--- config.mk ---
export PLATFORM = sky130hd
export DESIGN_NAME = line_folder
export DESIGN_NICKNAME = d
export VERILOG_FILES = /design/src/lf_pkg.sv /design/src/lf_datapath.sv /design/src/lf_ctrl.sv /design/src/line_folder.sv
export SDC_FILE = /design/constraint.sdc
export NUM_CORES = 1
export LEC_CHECK = 0
export BUFFER_PORTS_ARGS = -buffer_cell sky130_fd_sc_hd__buf_4
export CAP_MARGIN = 25
export CORE_UTILIZATION = 45
export DETAILED_ROUTE_END_ITERATION = 10
export GPL_ROUTABILITY_DRIVEN = 0
export PLACE_DENSITY = 0.67
export SETUP_SLACK_MARGIN = 0.02
export SLEW_MARGIN = 10
export SYNTH_ARGS = -nofsm -noshare
export SYNTH_HDL_FRONTEND = slang
export SYNTH_SLANG_ARGS = --single-unit
--- constraint.sdc ---
create_clock -name clk -period 3.1 [get_ports clk]
set_input_delay 0.31 -clock clk [delete_from_list [all_inputs] [get_ports clk]]
set_output_delay 0.31 -clock clk [all_outputs]
set_load 0.05 [all_outputs]
--- src/lf_pkg.sv ---
// ----------------------------------------------------------------------------
// lf_pkg
// Shared constants and controller/datapath interface types for the line
// folder.
// ----------------------------------------------------------------------------
package lf_pkg;

  localparam int LINE_LEN_DEF = 32;

  localparam logic [7:0] NL_CHAR    = 8'd10;
  localparam logic [7:0] BLANK_CHAR = 8'd32;
  localparam logic [7:0] DASH_CHAR  = 8'd45;

  // Commands from the controller to the datapath.
  typedef struct packed {
    logic acc;      // take the input character
    logic rd_pre;   // read buffer entry k for the prefix
    logic ld_char;  // load the output register with the read data, advance k
    logic ld_dash;  // load the output register with the continuation mark
    logic ld_nl;    // load the output register with a final newline
    logic k_clr;    // restart the entry counter
    logic cp_rd;    // read the buffer entry src + k
    logic cp_wr;    // write the read data to entry k, advance k
  } cmd_t;

  // Status from the datapath to the controller.
  typedef struct packed {
    logic is_nl;     // input character is a newline
    logic fold;      // storing the input character fills the buffer
    logic k_eq_pcnt; // prefix fully sent
    logic k_eq_ccnt; // tail copy done
    logic dash;      // fold without a blank
    logic out_free;  // output register can take a result this cycle
  } sts_t;

endpackage

--- src/lf_datapath.sv ---
// ----------------------------------------------------------------------------
// lf_datapath
// Line buffer memory, fill and blank tracking, entry counter and the output
// register of the line folder.
// ----------------------------------------------------------------------------
module lf_datapath #(
  parameter int LINE_LEN = lf_pkg::LINE_LEN_DEF
) (
  input  logic          clk,
  input  logic          rst,
  input  logic [7:0]    in_char,
  input  lf_pkg::cmd_t  cmd,
  output lf_pkg::sts_t  sts,
  output logic [7:0]    out_char,
  output logic          last,
  output logic          out_valid,
  input  logic          out_ready
);

  localparam int IDX_W = $clog2(LINE_LEN);
  localparam logic [IDX_W-1:0] POS_LAST = IDX_W'(LINE_LEN - 1);
  localparam logic [IDX_W-1:0] POS_PEN  = IDX_W'(LINE_LEN - 2);

  logic [7:0]       mem [LINE_LEN];
  logic [7:0]       rd_data;
  logic [IDX_W-1:0] fill;
  logic [IDX_W-1:0] bidx;
  logic             seen;
  logic [IDX_W-1:0] k;
  logic [IDX_W-1:0] pcnt;
  logic [IDX_W-1:0] ccnt;
  logic [IDX_W-1:0] src;
  logic             dash;

  logic             is_nl;
  logic             is_blank;
  logic             fold;
  logic             seen_eff;
  logic [IDX_W-1:0] b_eff;
  logic [IDX_W-1:0] raddr;
  logic             rd_en;
  logic             wr_en;
  logic [IDX_W-1:0] waddr;
  logic [7:0]       wdata;
  logic             out_free;

  assign is_nl    = (in_char == lf_pkg::NL_CHAR);
  assign is_blank = (in_char == lf_pkg::BLANK_CHAR);
  assign fold     = !is_nl && (fill == POS_LAST);
  // A blank arriving in the last slot is itself the last blank.
  assign seen_eff = seen || is_blank;
  assign b_eff    = is_blank ? fill : bidx;
  assign out_free = !out_valid || out_ready;

  assign rd_en = cmd.rd_pre || cmd.cp_rd;
  assign raddr = cmd.rd_pre ? k : src + k;
  assign wr_en = (cmd.acc && !is_nl) || cmd.cp_wr;
  assign waddr = cmd.cp_wr ? k : fill;
  assign wdata = cmd.cp_wr ? rd_data : in_char;

  always_ff @(posedge clk) begin
    if (wr_en) begin
      mem[waddr] <= wdata;
    end
    if (rd_en) begin
      rd_data <= mem[raddr];
    end
  end

  always_ff @(posedge clk) begin
    if (rst) begin
      fill <= '0;
      bidx <= '0;
      seen <= 1'b0;
      k    <= '0;
      pcnt <= '0;
      ccnt <= '0;
      src  <= '0;
      dash <= 1'b0;
    end else begin
      if (cmd.acc) begin
        k <= '0;
        if (is_nl) begin
          pcnt <= fill;
          ccnt <= '0;
          dash <= 1'b0;
          fill <= '0;
          bidx <= '0;
          seen <= 1'b0;
        end else if (fold) begin
          if (seen_eff) begin
            // Send the text before the blank, move the text after it down.
            pcnt <= b_eff;
            src  <= b_eff + IDX_W'(1);
            ccnt <= POS_LAST - b_eff;
            fill <= POS_LAST - b_eff;
            dash <= 1'b0;
            bidx <= '0;
            seen <= 1'b0;
          end else begin
            // Hyphenate, keeping the last two characters.
            pcnt <= POS_PEN;
            src  <= POS_PEN;
            ccnt <= IDX_W'(2);
            fill <= IDX_W'(2);
            dash <= 1'b1;
          end
        end else begin
          fill <= fill + IDX_W'(1);
          if (is_blank) begin
            bidx <= fill;
            seen <= 1'b1;
          end
        end
      end else if (cmd.k_clr) begin
        k <= '0;
      end else if (cmd.ld_char || cmd.cp_wr) begin
        k <= k + IDX_W'(1);
      end
    end
  end

  always_ff @(posedge clk) begin
    if (rst) begin
      out_valid <= 1'b0;
    end else if (cmd.ld_char || cmd.ld_dash || cmd.ld_nl) begin
      out_valid <= 1'b1;
    end else if (out_ready) begin
      out_valid <= 1'b0;
    end
  end

  always_ff @(posedge clk) begin
    if (cmd.ld_char) begin
      out_char <= rd_data;
      last     <= 1'b0;
    end else if (cmd.ld_dash) begin
      out_char <= lf_pkg::DASH_CHAR;
      last     <= 1'b0;
    end else if (cmd.ld_nl) begin
      out_char <= lf_pkg::NL_CHAR;
      last     <= 1'b1;
    end
  end

  always_comb begin
    sts.is_nl     = is_nl;
    sts.fold      = fold;
    sts.k_eq_pcnt = (k == pcnt);
    sts.k_eq_ccnt = (k == ccnt);
    sts.dash      = dash;
    sts.out_free  = out_free;
  end

endmodule

--- src/lf_ctrl.sv ---
// ----------------------------------------------------------------------------
// lf_ctrl
// Sequencer of the line folder: takes characters, walks the buffer prefix
// out, appends the mark, if any, and newline, then moves the kept tail down.
// ----------------------------------------------------------------------------
module lf_ctrl (
  input  logic          clk,
  input  logic          rst,
  input  logic          in_valid,
  output logic          in_ready,
  input  lf_pkg::sts_t  sts,
  output lf_pkg::cmd_t  cmd
);

  localparam logic [2:0] S_IDLE = 3'd0;
  localparam logic [2:0] S_RD   = 3'd1;
  localparam logic [2:0] S_LD   = 3'd2;
  localparam logic [2:0] S_DASH = 3'd3;
  localparam logic [2:0] S_NL   = 3'd4;
  localparam logic [2:0] S_CRD  = 3'd5;
  localparam logic [2:0] S_CWR  = 3'd6;

  logic [2:0] state;
  logic [2:0] state_next;

  assign in_ready = (state == S_IDLE);

  always_comb begin
    cmd        = '0;
    state_next = state;
    unique case (state)
      S_IDLE: begin
        if (in_valid) begin
          cmd.acc = 1'b1;
          if (sts.is_nl || sts.fold) begin
            state_next = S_RD;
          end
        end
      end
      S_RD: begin
        if (sts.k_eq_pcnt) begin
          state_next = sts.dash ? S_DASH : S_NL;
        end else begin
          cmd.rd_pre = 1'b1;
          state_next = S_LD;
        end
      end
      S_LD: begin
        if (sts.out_free) begin
          cmd.ld_char = 1'b1;
          state_next  = S_RD;
        end
      end
      S_DASH: begin
        if (sts.out_free) begin
          cmd.ld_dash = 1'b1;
          state_next  = S_NL;
        end
      end
      S_NL: begin
        if (sts.out_free) begin
          cmd.ld_nl  = 1'b1;
          cmd.k_clr  = 1'b1;
          state_next = S_CRD;
        end
      end
      S_CRD: begin
        if (sts.k_eq_ccnt) begin
          state_next = S_IDLE;
        end else begin
          cmd.cp_rd  = 1'b1;
          state_next = S_CWR;
        end
      end
      S_CWR: begin
        cmd.cp_wr  = 1'b1;
        state_next = S_CRD;
      end
      default: begin
        state_next = S_IDLE;
      end
    endcase
  end

  always_ff @(posedge clk) begin
    if (rst) begin
      state <= S_IDLE;
    end else begin
      state <= state_next;
    end
  end

endmodule

--- src/line_folder.sv ---
// ----------------------------------------------------------------------------
// line_folder
// Word-wrapping text folder: buffers one line of characters and breaks it at
// the last blank, or hyphenates it, when the buffer fills.
// ----------------------------------------------------------------------------
// An ordinary character gives no result and leaves in_ready high. A newline or
// fold with n characters to send and m to keep reads each from the buffer (S_RD)
// and loads it into the output register (S_LD), sends the hyphen, if any, and the
// newline, then copies the m kept characters down (S_CRD, S_CWR); input is held
// off throughout, output stalls included. Reset empties the line and the blank
// tracking; the buffer is not cleared, as no entry is read before it is written.
module line_folder #(
  parameter int LINE_LEN = lf_pkg::LINE_LEN_DEF
) (
  input  logic       clk,
  input  logic       rst,
  input  logic [7:0] in_char,
  input  logic       in_valid,
  output logic       in_ready,
  output logic [7:0] out_char,
  output logic       last,
  output logic       out_valid,
  input  logic       out_ready
);

  lf_pkg::cmd_t cmd;
  lf_pkg::sts_t sts;

  lf_ctrl u_ctrl (
    .clk      (clk),
    .rst      (rst),
    .in_valid (in_valid),
    .in_ready (in_ready),
    .sts      (sts),
    .cmd      (cmd)
  );

  lf_datapath #(
    .LINE_LEN (LINE_LEN)
  ) u_datapath (
    .clk       (clk),
    .rst       (rst),
    .in_char   (in_char),
    .cmd       (cmd),
    .sts       (sts),
    .out_char  (out_char),
    .last      (last),
    .out_valid (out_valid),
    .out_ready (out_ready)
  );

endmodule

==> impl_results.md <==
* Share of post-route cells with drive strength above 1 at 19.8%
* Endpoint of the worst-slack reg-to-reg timing path: u_datapath.rd_data[0]
* Count of input and output buffers at 22
* Total CTS buffers at 35
* First-pass GRT wire length at 75.2 mm
* Yosys cell types at 62
* Top-area cell type share of the netlist area at 50.9%
* Skew final at 0.0261 ns
* Vias per cell at 6.51
* Num ports at 23
* Final setup fails at 5
* Clock Root Buffer: clkbuf_16
* Min Hold Slack at 0.157 ns
* Fin area at 0.0193 mm^2
* Core footprint at 0.0348 mm^2
* DR vias at 13500
* WL final at 50.4 mm
* Largest net degree at the start of global routing at 72
* RSZ-0062 raised after global routing: true
* Hold worst-path end: u_ctrl.state[1]
* Type of origin of the critical path: flop
* Power Density at 464 mW/mm^2
* Crit path max fanout at 22
* Die area at 0.0365 mm^2
* Maxcap violations at 0
* Top cells by area, synth: edfxtp_1 51%, dfxtp_1 4.6%, a211oi_1 3.6%
* Number of enable flip-flop cells after synthesis at 272
* RR Startpoint: u_datapath.k[0]
* Total gr overflow at 0
* Sequential share of the synthesized area at 55.5%
* Post-layout nets at 1610
* Clock sink total at 309
* Post-DP HPWL at 31.3 mm
* Area delta synth->final at 20.4%
* Crit path kind: reg -> reg
* Clock buffer depth at 3
* Final slew viol count at 0
* R2r setup slk at -0.06 ns
* Initial antenna violation count at 4
* DRC viols at 0
* Min cycle time layout at 3.16 ns
* Yosys reg bits at 309
* Min-Delay Path Class: in -> reg
* Area leader, netlist: edfxtp_1
* Worst path required time at 3.37 ns
* Average routed wire per standard cell at 24.3 um
* Fmax at 316 MHz
* Worst Hold Depth at 4
* CTS tree: yes
* CTS H-tree lvls at 2
* CP endpoint kind: flop
* CTS Hold Bufs at 0
* Final ANT Viol Nets at 0
* Status: finished, violations left
* # rows at 68
* DIE WIDTH at 191 um
* Cell Area, Placed at 0.0173 mm^2
* Vias in the first global route at 12400
* Gate Count Post-Synth at 1520
* WP data arrival at 3.43 ns
* Worst-skew pair later-pin latency at 0.53 ns
* Post-synth ARST share at 0%
* Starting Density at 46.2%
* VDD IR-drop max at 0.617 mV
* Setup WS post-layout at -0.0610 ns
* Pleak at 7.30 nW
* Reg2Reg Depth at 10
* Final period util at 102%
* Syn Nets at 1541
* Synth Warn # at 0
* Worst-Margin Slew at 1.03 ns
* Relative slew slack at 31.4%
* Height of the chip at 191 um
* Hold path start: out_ready
* Failing checks: negative setup slack
* Final core occ at 55.6%
* Iter 0 DRT Violations at 1991
* Synthesized area at 0.0161 mm^2
* Prevailing post-synth register cell: edfxtp_1
* Clock slew at reported path FFs at 0.07 ns
* Final-layout fill cell count at 2848
* Final hold violations at 0
* Pre-CTS setup slack at -0.367 ns
* Total track usage at 27.4%
* Setup crit start: u_datapath.k[0]
* Avg Cell Area, Syn at 10.6 um^2
* DRT Pass-1 Iters at 6
==> through the flow <==
stage | cells | setup TNS [ns] | total power [W]
after global placement | 1977 | -2.03 | 0.00487
after detailed placement | 1977 | -2.09 | 0.00487
after global routing | 2068 | -0.426 | 0.00917
after CTS | 2049 | 0 | 0.00899
after floorplan | 1520 | 0 | 0.00476
final | 2070 | -0.130 | 0.00898
==> worst max-delay path, stage by stage, from the launching register on <==
cell and delay (ns):
dfxtp_2 0.33, ha_4 0.16, inv_2 0.05, fa_4 0.70, buf_12 0.20, buf_4 0.14
a21o_4 0.22, clkbuf_16 0.21, a221oi_1 0.58, o31ai_1 0.15, o2111a_1 0.16
==> per-layer routing <==
metal	wire length (um)	vias to the layer above	part of all wire, %	track usage, %
li1	-	5896	-	-
met2	22700	823	45	41.5
met5	28	-	0.056	0
met3	5710	173	11	5.86
met4	2410	4	4.8	13.1
met1	19600	6575	39	37.4
==> flip-flops by register name, summed over array words and instances, names as in the netlist <==
signal / count
u_datapath.last: 1
u_datapath.out_char: 8
u_datapath.pcnt: 5
u_datapath.seen: 1
u_ctrl.state: 3
u_datapath.mem: 256
u_datapath.rd_data: 8
u_datapath.k: 5
u_datapath.out_valid: 1
u_datapath.ccnt: 5
u_datapath.bidx: 5
u_datapath.fill: 5
u_datapath.src: 5
u_datapath.dash: 1
==> worst max path at each step <==
stage                                 end  slack (ns)  cells after the start
finish              u_datapath.rd_data[0]       -0.06                     10
global route        u_datapath.rd_data[5]       -0.12                     14
floorplan           u_datapath.rd_data[0]        0.05                     12
detailed placement  u_datapath.rd_data[6]       -0.37                     10
CTS                 u_datapath.rd_data[6]      0.0001                     10
global placement    u_datapath.rd_data[6]       -0.36                     10
==> repair_timing <==
item / CTS / global route
resized for setup: 56 / 55
pin swaps: 20 / 25
setup buffers: 8 / 18
gates cloned: 3 / 1
endpoints found under the setup margin: 8 / 8
==> cell usage after synthesis (all sizes together), types with 40 or more instances <==
cell type  count
nor2         142
nor2b         62
and3          66
clkbuf        84
edfxtp       272
inv           75
nand2        150
nor3          40
a21oi        102
a221oi        56
a211oi        78
buf           51
==> final cells by class <==
cell class | instances | area (um^2) | area share (%)
repair buffers | 167 | 1630 | 8.42
clock inverters | 18 | 198 | 1.02
clock buffers | 43 | 945 | 4.88
multi-input cells | 1001 | 6810 | 35.2
well taps | 455 | 569 | 2.94
inverters | 75 | 282 | 1.46
diodes | 2 | 5.00 | 0.0259
flip-flops and latches | 309 | 8910 | 46.1
==> placed cells by master (no fill, tap or decap), drive strengths merged, types with 56 or more instances in the layout <==
| cell | n |
|---|---|
| buf | 165 |
| nor2b | 62 |
| nand2 | 150 |
| edfxtp | 272 |
| a21oi | 102 |
| inv | 76 |
| a221oi | 56 |
| and3 | 66 |
| a211oi | 78 |
| nor2 | 142 |
==> logic make-up (layout without fill, tap and decap cells) <==
family,Yosys count,count (layout),share of synthesized area (%)
AOI/OAI and AO/OA,418,418,19.1
xor gates and xnor gates,21,21,1.24
adders and majority gates,9,9,0.748
buffers and inverters,210,303,5.38
DFF,309,309,55.5
muxes,48,48,3.07
other,0,2,0
and+or+nand+nor,505,505,15.0
==> where the power goes <==
part	internal (W)	switching [W]
combinational	0.0000637	0.000170
clock	0.00250	0.00169
sequential	0.00455	0.0000136
(Power assumes the default switching activity.)
